===== src/rtl/bba_ram.sv =====
// ----------------------------------------------------------------------------
// Generic RAM
// One write port, one read port, registered read data.
// ----------------------------------------------------------------------------
`default_nettype none

module bba_ram #(
    parameter int WIDTH  = 8,
    parameter int ADDR_W = 4
) (
    input  wire logic              aclk,
    input  wire logic              we,
    input  wire logic [ADDR_W-1:0] waddr,
    input  wire logic [WIDTH-1:0]  wdata,
    input  wire logic              re,
    input  wire logic [ADDR_W-1:0] raddr,
    output logic      [WIDTH-1:0]  rdata
);

    logic [WIDTH-1:0] mem [1 << ADDR_W];

    always_ff @(posedge aclk) begin
        if (we) begin
            mem[waddr] <= wdata;
        end
        if (re) begin
            rdata <= mem[raddr];
        end
    end

endmodule

`default_nettype wire


===== config.mk =====
export PLATFORM = sky130hd
export DESIGN_NAME = bba_ram
export DESIGN_NICKNAME = d
export VERILOG_FILES = /design/src/rtl/bba_ram.sv
export SDC_FILE = /design/constraint.sdc
export NUM_CORES = 1
export LEC_CHECK = 0
export BUFFER_PORTS_ARGS = -buffer_cell sky130_fd_sc_hd__clkbuf_2
export CAP_MARGIN = 30
export CELL_PAD_IN_SITES_DETAIL_PLACEMENT = 0
export CELL_PAD_IN_SITES_GLOBAL_PLACEMENT = 1
export CORE_MARGIN = 2
export CORE_UTILIZATION = 53
export CTS_CLUSTER_SIZE = 25
export DETAILED_ROUTE_END_ITERATION = 7
export GPL_ROUTABILITY_DRIVEN = 0
export PLACE_DENSITY = 0.89
export SETUP_SLACK_MARGIN = 0.5
export SYNTH_ARGS = -nofsm -noshare
export SYNTH_HDL_FRONTEND = slang
export SYNTH_SLANG_ARGS = --single-unit

===== constraint.sdc =====
create_clock -name aclk -period 2.2 [get_ports aclk]
set_input_delay 0.33 -clock aclk [delete_from_list [all_inputs] [get_ports aclk]]
set_output_delay 0.33 -clock aclk [all_outputs]
set_load 0.02 [all_outputs]

### Yosys cells after proc, flatten, opt, wreduce, memory -nomap -nowiden

Memories as Yosys holds them, arrays and structs flattened. A register that Yosys moved wholly into a read port is not among the register bits.
Cells that the tools add are included.

* output and inout bits: 8
* input bits: 19
* ROM bits: 0
* latch bits: 0
* bits in writable memories: 128
* memories: 1
* logic and storage cells: 3
* register bits after elaboration: 0

Memories
* mem: words 16, bits a word 8, read ports 1, clocked after Yosys merged registers in 1, wr ports 1, line 20 `logic [WIDTH-1:0] mem [1 << ADDR_W];`

* $lt $le $gt $ge: 0
* equal/unequal tests: 0
* multipliers: 0
* divide/modulo/power cells: 0
* bitwise logic cells: 0
* multiplexer cells: 2
* reduce and logical (&&, ||, !) cells: 0
* shift-type cells: 0
* $add $sub $neg: 0

Operators by type and width (number)
* 1-bit two-way mux: 2

### Longest topological paths before layout

Gate-level depths: netlist of run 1.

* depth after elaboration: 2
* depth in mapped cells: 5

### Worst setup path after synthesis of run 1

OpenSTA, ideal clock, no wires.

* path type: input -> register
* from: in waddr[2]
* to: mem mem[0][0] (enable)
* cell stages on the path: 2
* path slack: 0.377 ns
* data arrival time: 1.440 ns
* library setup time: 0.383 ns
* data required time: 1.817 ns
* buffers on the path: 0
* cell sequence: or3b_2 -> nor3_1

RTL lines
* start: declaration: line 13 `input wire logic [ADDR_W-1:0] waddr,`
* end: declaration: line 20

No word-level cell before the write port.

==> flow_metrics.env, run 1 <==
export IMPL_cts_reportedPaths_clkPinSlew_ps=60
export IMPL_flow_area_growth_from_synthesis_pct=18.31
export IMPL_synth_sequential_area_ratio_pct=78.12
export IMPL_post_synth_cell_area_avg_sq_um=22.83
export IMPL_worst_ir_drop_vdd_mv=0.6890
export IMPL_timing_slew_headroom_pct=56.71
export IMPL_min_period_ps=1478
export IMPL_grt_first_pass_wirelength_mm=14.50
export IMPL_timing_final_ws_setup_ps=722.0
export IMPL_required_ps=2460
export IMPL_number_of_global_route_vias_before_repair=2486
export IMPL_initial_core_util_pct=53.98
export IMPL_worstSetupEndpointType="flop"
export IMPL_clk_path_buf_depth=2
export IMPL_critical_path_startpoint_type="flop"
export IMPL_dr_total_vias=2445
export IMPL_postRouteAntennaNets=0
export IMPL_cell_chosen_for_the_clock_root="sky130_fd_sc_hd__clkbuf_8"
export IMPL_io_pin_count=27
export IMPL_regToRegSetupSlack_ps=720
export IMPL_numClockSinks=136
export IMPL_globalRouteOverflowTotal=0
export IMPL_cts_hold_buffers_added=0
export IMPL_power_per_cell_area_mw_per_mm2=950.2
export IMPL_cellInternalPower_w=0.004651
export IMPL_netlist_instances=229
export IMPL_maxCapViolCount=0
export IMPL_holdCritPathClass="in2reg"
export IMPL_netlist_cell_type_count=18
export IMPL_path_class="reg2reg"
export IMPL_synth_top_cell_area_share_pct=78.12
export IMPL_drt_first_iter_violations=157
export IMPL_grt_antenna_before_repair=0
export IMPL_power_switching_share_pct=20.85
export IMPL_p_leak_nw=2.089
export IMPL_yosys_register_bits=136
export IMPL_count_of_endpoints_failing_hold_in_the_final_timing_report=0
export IMPL_grt_usage_pct=19.91
export IMPL_comb_power_share_pct=4.7
export IMPL_net_switching_power_w=0.001225
export IMPL_die_w_um=103.3
export IMPL_worst_slew_pin_transition_ps=647.0
export IMPL_syn_cell_area_sq_mm=0.005228
export IMPL_setup_tns_ps=0
export IMPL_drc=0
export IMPL_synth_warnings=0
export IMPL_worst_skew_pair_late_latency_ps=510
export IMPL_layout_worst_path_cycle_share_pct=67.18
export IMPL_placed_cell_area_sq_mm=0.005618
export IMPL_grt_setup_unrepaired="false"
export IMPL_rows=36
export IMPL_fillers=645
export IMPL_core_area_sq_mm=0.009684
export IMPL_outcome="finished, final reports clean"
export IMPL_crit_path_max_fanout=1
export IMPL_wire_per_inst_um=21.73
export IMPL_achievable_frequency_mhz=676.6
export IMPL_clock_tree_from_tritoncts="done"
export IMPL_postSynth_topFlopCell="sky130_fd_sc_hd__edfxtp_1"
export IMPL_viasPerCell=5.686
export IMPL_port_buffer_count=26
export IMPL_fin_nets=303
export IMPL_synth_async_sr_flop_share_pct=0
export IMPL_final_instance_count_excl_fill=430
export IMPL_top_cells_by_area_synth="sky130_fd_sc_hd__edfxtp_1, sky130_fd_sc_hd__mux4_2, sky130_fd_sc_hd__mux4_1"
export IMPL_routed_wirelength_mm=9.343
export IMPL_finClkSkew_ps=5.082
export IMPL_finalInstanceArea_sq_mm=0.006185
export IMPL_clock_tree_htree_level_count=4
export IMPL_die_area_sq_mm=0.01067
export IMPL_fp_dieH_um=103.3
export IMPL_setup_viol_count_final=0
export IMPL_seq_power_share_pct=50.0
export IMPL_ys_top_cells_by_count="sky130_fd_sc_hd__edfxtp_1, sky130_fd_sc_hd__mux4_2, sky130_fd_sc_hd__a22oi_1"
export IMPL_drive_gt1_share_pct=32.32
export IMPL_timing_max_transition_violations_final=0
export IMPL_n_antenna_cell=0
export IMPL_first_pass_iters=4
export IMPL_synth_most_common_cell="sky130_fd_sc_hd__edfxtp_1"
export IMPL_number_of_placed_instances_with_taps_included=398
export IMPL_hpwlAfterDp_mm=5.758
export IMPL_post_cts_setup_buffers=0
export IMPL_cts_resized_gates=0
export IMPL_syn_num_nets=248
export IMPL_clock_power_share_pct=45.4
export IMPL_grt_max_degree=33
export IMPL_placement_setup_worst_slack_ps=243.6
export IMPL_synth_edff_count=136
export IMPL_yosys_area_top_type="sky130_fd_sc_hd__edfxtp_1"
export IMPL_worst_ep_arrival_time_ps=1730
export IMPL_cts_made_buffers=17
## layout by cell type (no fill, tap or decap), types with 4 or more instances in the layout
cell and count:
sky130_fd_sc_hd__clkbuf_16 16, sky130_fd_sc_hd__mux4_1 14, sky130_fd_sc_hd__a22oi_1 16, sky130_fd_sc_hd__nor2_1 13
sky130_fd_sc_hd__inv_6 4, sky130_fd_sc_hd__nand2_1 9, sky130_fd_sc_hd__clkinvlp_4 6, sky130_fd_sc_hd__edfxtp_1 136
sky130_fd_sc_hd__buf_4 18, sky130_fd_sc_hd__mux4_2 18, sky130_fd_sc_hd__clkbuf_2 26
## registers in the layout (all words and copies together) (netlist names)
signal	flops
rdata	8
mem	128
## cell families (layout without fill, tap and decap cells)
family                 Yosys count  in the layout  synth area share (%)
muxes                           32             32                 14.79
DFF                            136            136                 78.12
buffers and inverters           10             78                 1.651
AOI/OAI and AO/OA               16             16                 2.298
and+or+nand+nor                 35             35                 3.136
## stage by stage
stage	total power (W)	util, %	hold WS [ps]
after floorplan	0.003148	-	428.9
after global placement	0.003256	58.01	733.4
after detailed placement	0.003267	58.01	740.0
after CTS	0.005930	63.86	202.0
after global routing	0.006063	63.86	210.0
final	0.005876	63.86	214.9
## metal layers
layer | wire length [um] | share of wire (%) | vias up | global-route usage [%]
met5 | 0 | 0 | - | 0
met4 | 121 | 1.3 | 0 | 6.478
met3 | 624 | 6.7 | 8 | 6.653
met2 | 4818 | 52 | 99 | 30.77
met1 | 3779 | 40 | 1243 | 27.27
li1 | - | - | 1095 | -
## final timing paths
path | start | end | depth (start not counted)
min | re | rdata[0] | 1
min reg2reg | mem[0][1] | rdata[1] | 3
max | mem[10][3] | rdata[3] | 3
max reg2reg | mem[10][3] | rdata[3] | 3
## worst max-delay path, cell delays in order, from the launching register on
cell and delay [ps]:
sky130_fd_sc_hd__edfxtp_1 370, sky130_fd_sc_hd__mux4_1 510, sky130_fd_sc_hd__a22oi_1 230, sky130_fd_sc_hd__nand2_1 110
## cell type report
cell class              instances  area (sq um)  share of cell area, %
multi-input cells              83          1062                  17.18
clock inverters                14         148.9                  2.407
well taps                     133         166.4                  2.691
flip-flops and latches        136          4084                  66.03
repair buffers                 46         305.3                  4.936
clock buffers                  18         417.9                  6.757
## power by group through the flow
stage / combinational, W / sequential, W / clock [W]
floorplan: 0.000148 / 0.00300 / 0
global placement: 0.000268 / 0.00299 / 0
detailed placement: 0.000276 / 0.00299 / 0
CTS: 0.000280 / 0.00294 / 0.00271
global route: 0.000302 / 0.00294 / 0.00282
finish: 0.000274 / 0.00294 / 0.00267
Power figures use the tool's default switching activity.
==> run 2, diff against run 1 <==
==> constraint.sdc (replaced) <==
create_clock -name aclk -period 1.5 [get_ports aclk]
set_input_delay 0.225 -clock aclk [delete_from_list [all_inputs] [get_ports aclk]]
set_output_delay 0.225 -clock aclk [all_outputs]
set_load 0.02 [all_outputs]
==> run 2 against run 1 <==
- combinational power increased by 95%
- via count increased by 2.3%
- first-iteration DRC count increased by 71%
- clock power increased by 37%
- die area unchanged
- register-to-register slack got worse by 710 ps
- clock-buffer cell count decreased by 1
- maximum frequency decreased by 0.86%
==> flow_metrics.env, run 2 (synthesis gave the netlist of run 1 again) <==
export IMPL_grt_max_degree=17
export IMPL_holdCritPathClass="in2reg"
export IMPL_regToRegSetupSlack_ps=9
export IMPL_worstSetupStartpoint="mem[2][5]"
export IMPL_registers_top_by_ff_count="mem"
export IMPL_clk_path_buf_depth=2
export IMPL_fillers=590
export IMPL_grt_first_pass_wirelength_mm=15.84
export IMPL_fin_nets=309
export IMPL_required_ps=1770
export IMPL_regArea_sq_mm=0.004084
export IMPL_timing_final_ws_setup_ps=9.243
export IMPL_worst_skew_pair_late_latency_ps=520
export IMPL_die_w_um=103.3
export IMPL_dr_total_vias=2501
export IMPL_setup_tns_ps=0
export IMPL_clock_tree_htree_level_count=4
export IMPL_path_class="reg2reg"
export IMPL_achievable_frequency_mhz=670.8
export IMPL_multi_input_area_sq_mm=0.001177
export IMPL_critical_path_startpoint_type="flop"
export IMPL_drc=0
export IMPL_wire_per_inst_um=24.32
export IMPL_port_buffer_count=26
export IMPL_core_area_sq_mm=0.009684
export IMPL_postRouteAntennaNets=0
export IMPL_cell_chosen_for_the_clock_root="sky130_fd_sc_hd__clkbuf_8"
export IMPL_numClockSinks=136
export IMPL_first_pass_iters=4
export IMPL_finClkSkew_ps=6.749
export IMPL_routed_wirelength_mm=10.61
export IMPL_fp_dieH_um=103.3
export IMPL_layout_commonest_cell="sky130_fd_sc_hd__edfxtp_1"
export IMPL_worst_slew_pin_transition_ps=852.9
export IMPL_initial_core_util_pct=53.98
export IMPL_number_of_global_route_vias_before_repair=2609
export IMPL_grt_setup_unrepaired="true"
export IMPL_timing_slew_headroom_pct=42.93
export IMPL_largest_reg_flops=128
export IMPL_power_per_cell_area_mw_per_mm2=1305
export IMPL_crit_path_max_fanout=1
export IMPL_cts_reportedPaths_clkPinSlew_ps=60
export IMPL_timing_max_transition_violations_final=0
export IMPL_worst_ir_drop_vdd_mv=0.8926
export IMPL_layout_worst_path_cycle_share_pct=99.38
export IMPL_clock_tree_from_tritoncts="done"
export IMPL_total_power_w=0.008505
export IMPL_cts_made_buffers=17
export IMPL_drt_first_iter_violations=269
export IMPL_cts_hold_buffers_added=0
export IMPL_io_pin_count=27
export IMPL_globalRouteOverflowTotal=0
export IMPL_post_cts_setup_buffers=0
export IMPL_timing_reg2reg_worst_path_depth=4
export IMPL_die_area_sq_mm=0.01067
export IMPL_worstSetupEndpointType="flop"
export IMPL_finalHoldWorstSlack_ps=112.3
export IMPL_flow_area_growth_from_synthesis_pct=24.70
export IMPL_p_leak_nw=2.122
export IMPL_placement_setup_worst_slack_ps=-284.4
export IMPL_count_of_endpoints_failing_hold_in_the_final_timing_report=0
export IMPL_grt_antenna_before_repair=0
export IMPL_reg_top3="mem (128), rdata (8)"
export IMPL_min_period_ps=1491
export IMPL_setup_viol_count_final=0
export IMPL_hpwlAfterDp_mm=6.672
export IMPL_viasPerCell=5.736
export IMPL_grt_usage_pct=22.52
export IMPL_rows=36
export IMPL_worst_ep_arrival_time_ps=1760
export IMPL_maxCapViolCount=0
export IMPL_drive_gt1_share_pct=45.54
export IMPL_rr_endpoint="rdata[5]"
export IMPL_regToRegStartpoint="mem[2][5]"
export IMPL_endpoint="rdata[5]"
export IMPL_n_antenna_cell=0
export IMPL_outcome="finished, final reports clean"
export IMPL_final_cell_mix="sky130_fd_sc_hd__edfxtp_1, sky130_fd_sc_hd__mux4_2, sky130_fd_sc_hd__clkbuf_2"
## run 2: worst min-delay path by stage
stage / start / end / slack (ps) / depth (start not counted)
finish: wdata[7] / mem[11][7] / 110 / 1
global route: wdata[0] / mem[14][0] / 120 / 1
CTS: wdata[0] / mem[14][0] / 90 / 1
detailed placement: wdata[0] / mem[6][0] / 630 / 1
global placement: wdata[3] / mem[11][3] / 610 / 1
floorplan: wdata[0] / mem[0][0] / 320 / 0
## run 2: cell type report
type                       count  area share [%]
sequential                   136           62.65
timing repair buffer          52           8.560
tap                          133           2.553
clock inverter                15           1.823
clock buffer                  17           6.353
multi-input combinational     83           18.06
## run 2: metal layers
| layer | share of wire (%) | vias to the layer above | global-route usage [%] |
|---|---|---|---|
| met2 | 51 | 120 | 33.87 |
| met5 | 0 | - | 0 |
| met3 | 8.0 | 14 | 6.183 |
| met1 | 40 | 1267 | 31.39 |
| li1 | - | 1100 | - |
| met4 | 1.3 | 0 | 10.22 |
## run 2: per-stage QoR
stage	utilization (%)	cell area [sq um]	instances
floorplan	-	5373	229
global placement	60.99	5907	404
detailed placement	60.99	5907	404
CTS	67.33	6520	436
global route	67.31	6519	436
finish	67.31	6519	436
## run 2: worst max-delay path, cell delays in order, from the launching register on
cell and delay, ps:
sky130_fd_sc_hd__edfxtp_1 380, sky130_fd_sc_hd__mux4_2 500, sky130_fd_sc_hd__a22oi_2 180, sky130_fd_sc_hd__buf_4 150, sky130_fd_sc_hd__nand2_2 40
## run 2: timing repair
action                                  in CTS  in global routing
endpoints found under the setup margin      16                 16
resized for setup                           18                  2
pin swaps                                    3                  1
## run 2: where the power goes
group | switching (W) | internal (W)
Sequential | 0.0000293 | 0.00428
Clock | 0.00160 | 0.00205
Combinational | 0.000283 | 0.000253
Total | 0.00192 | 0.00659
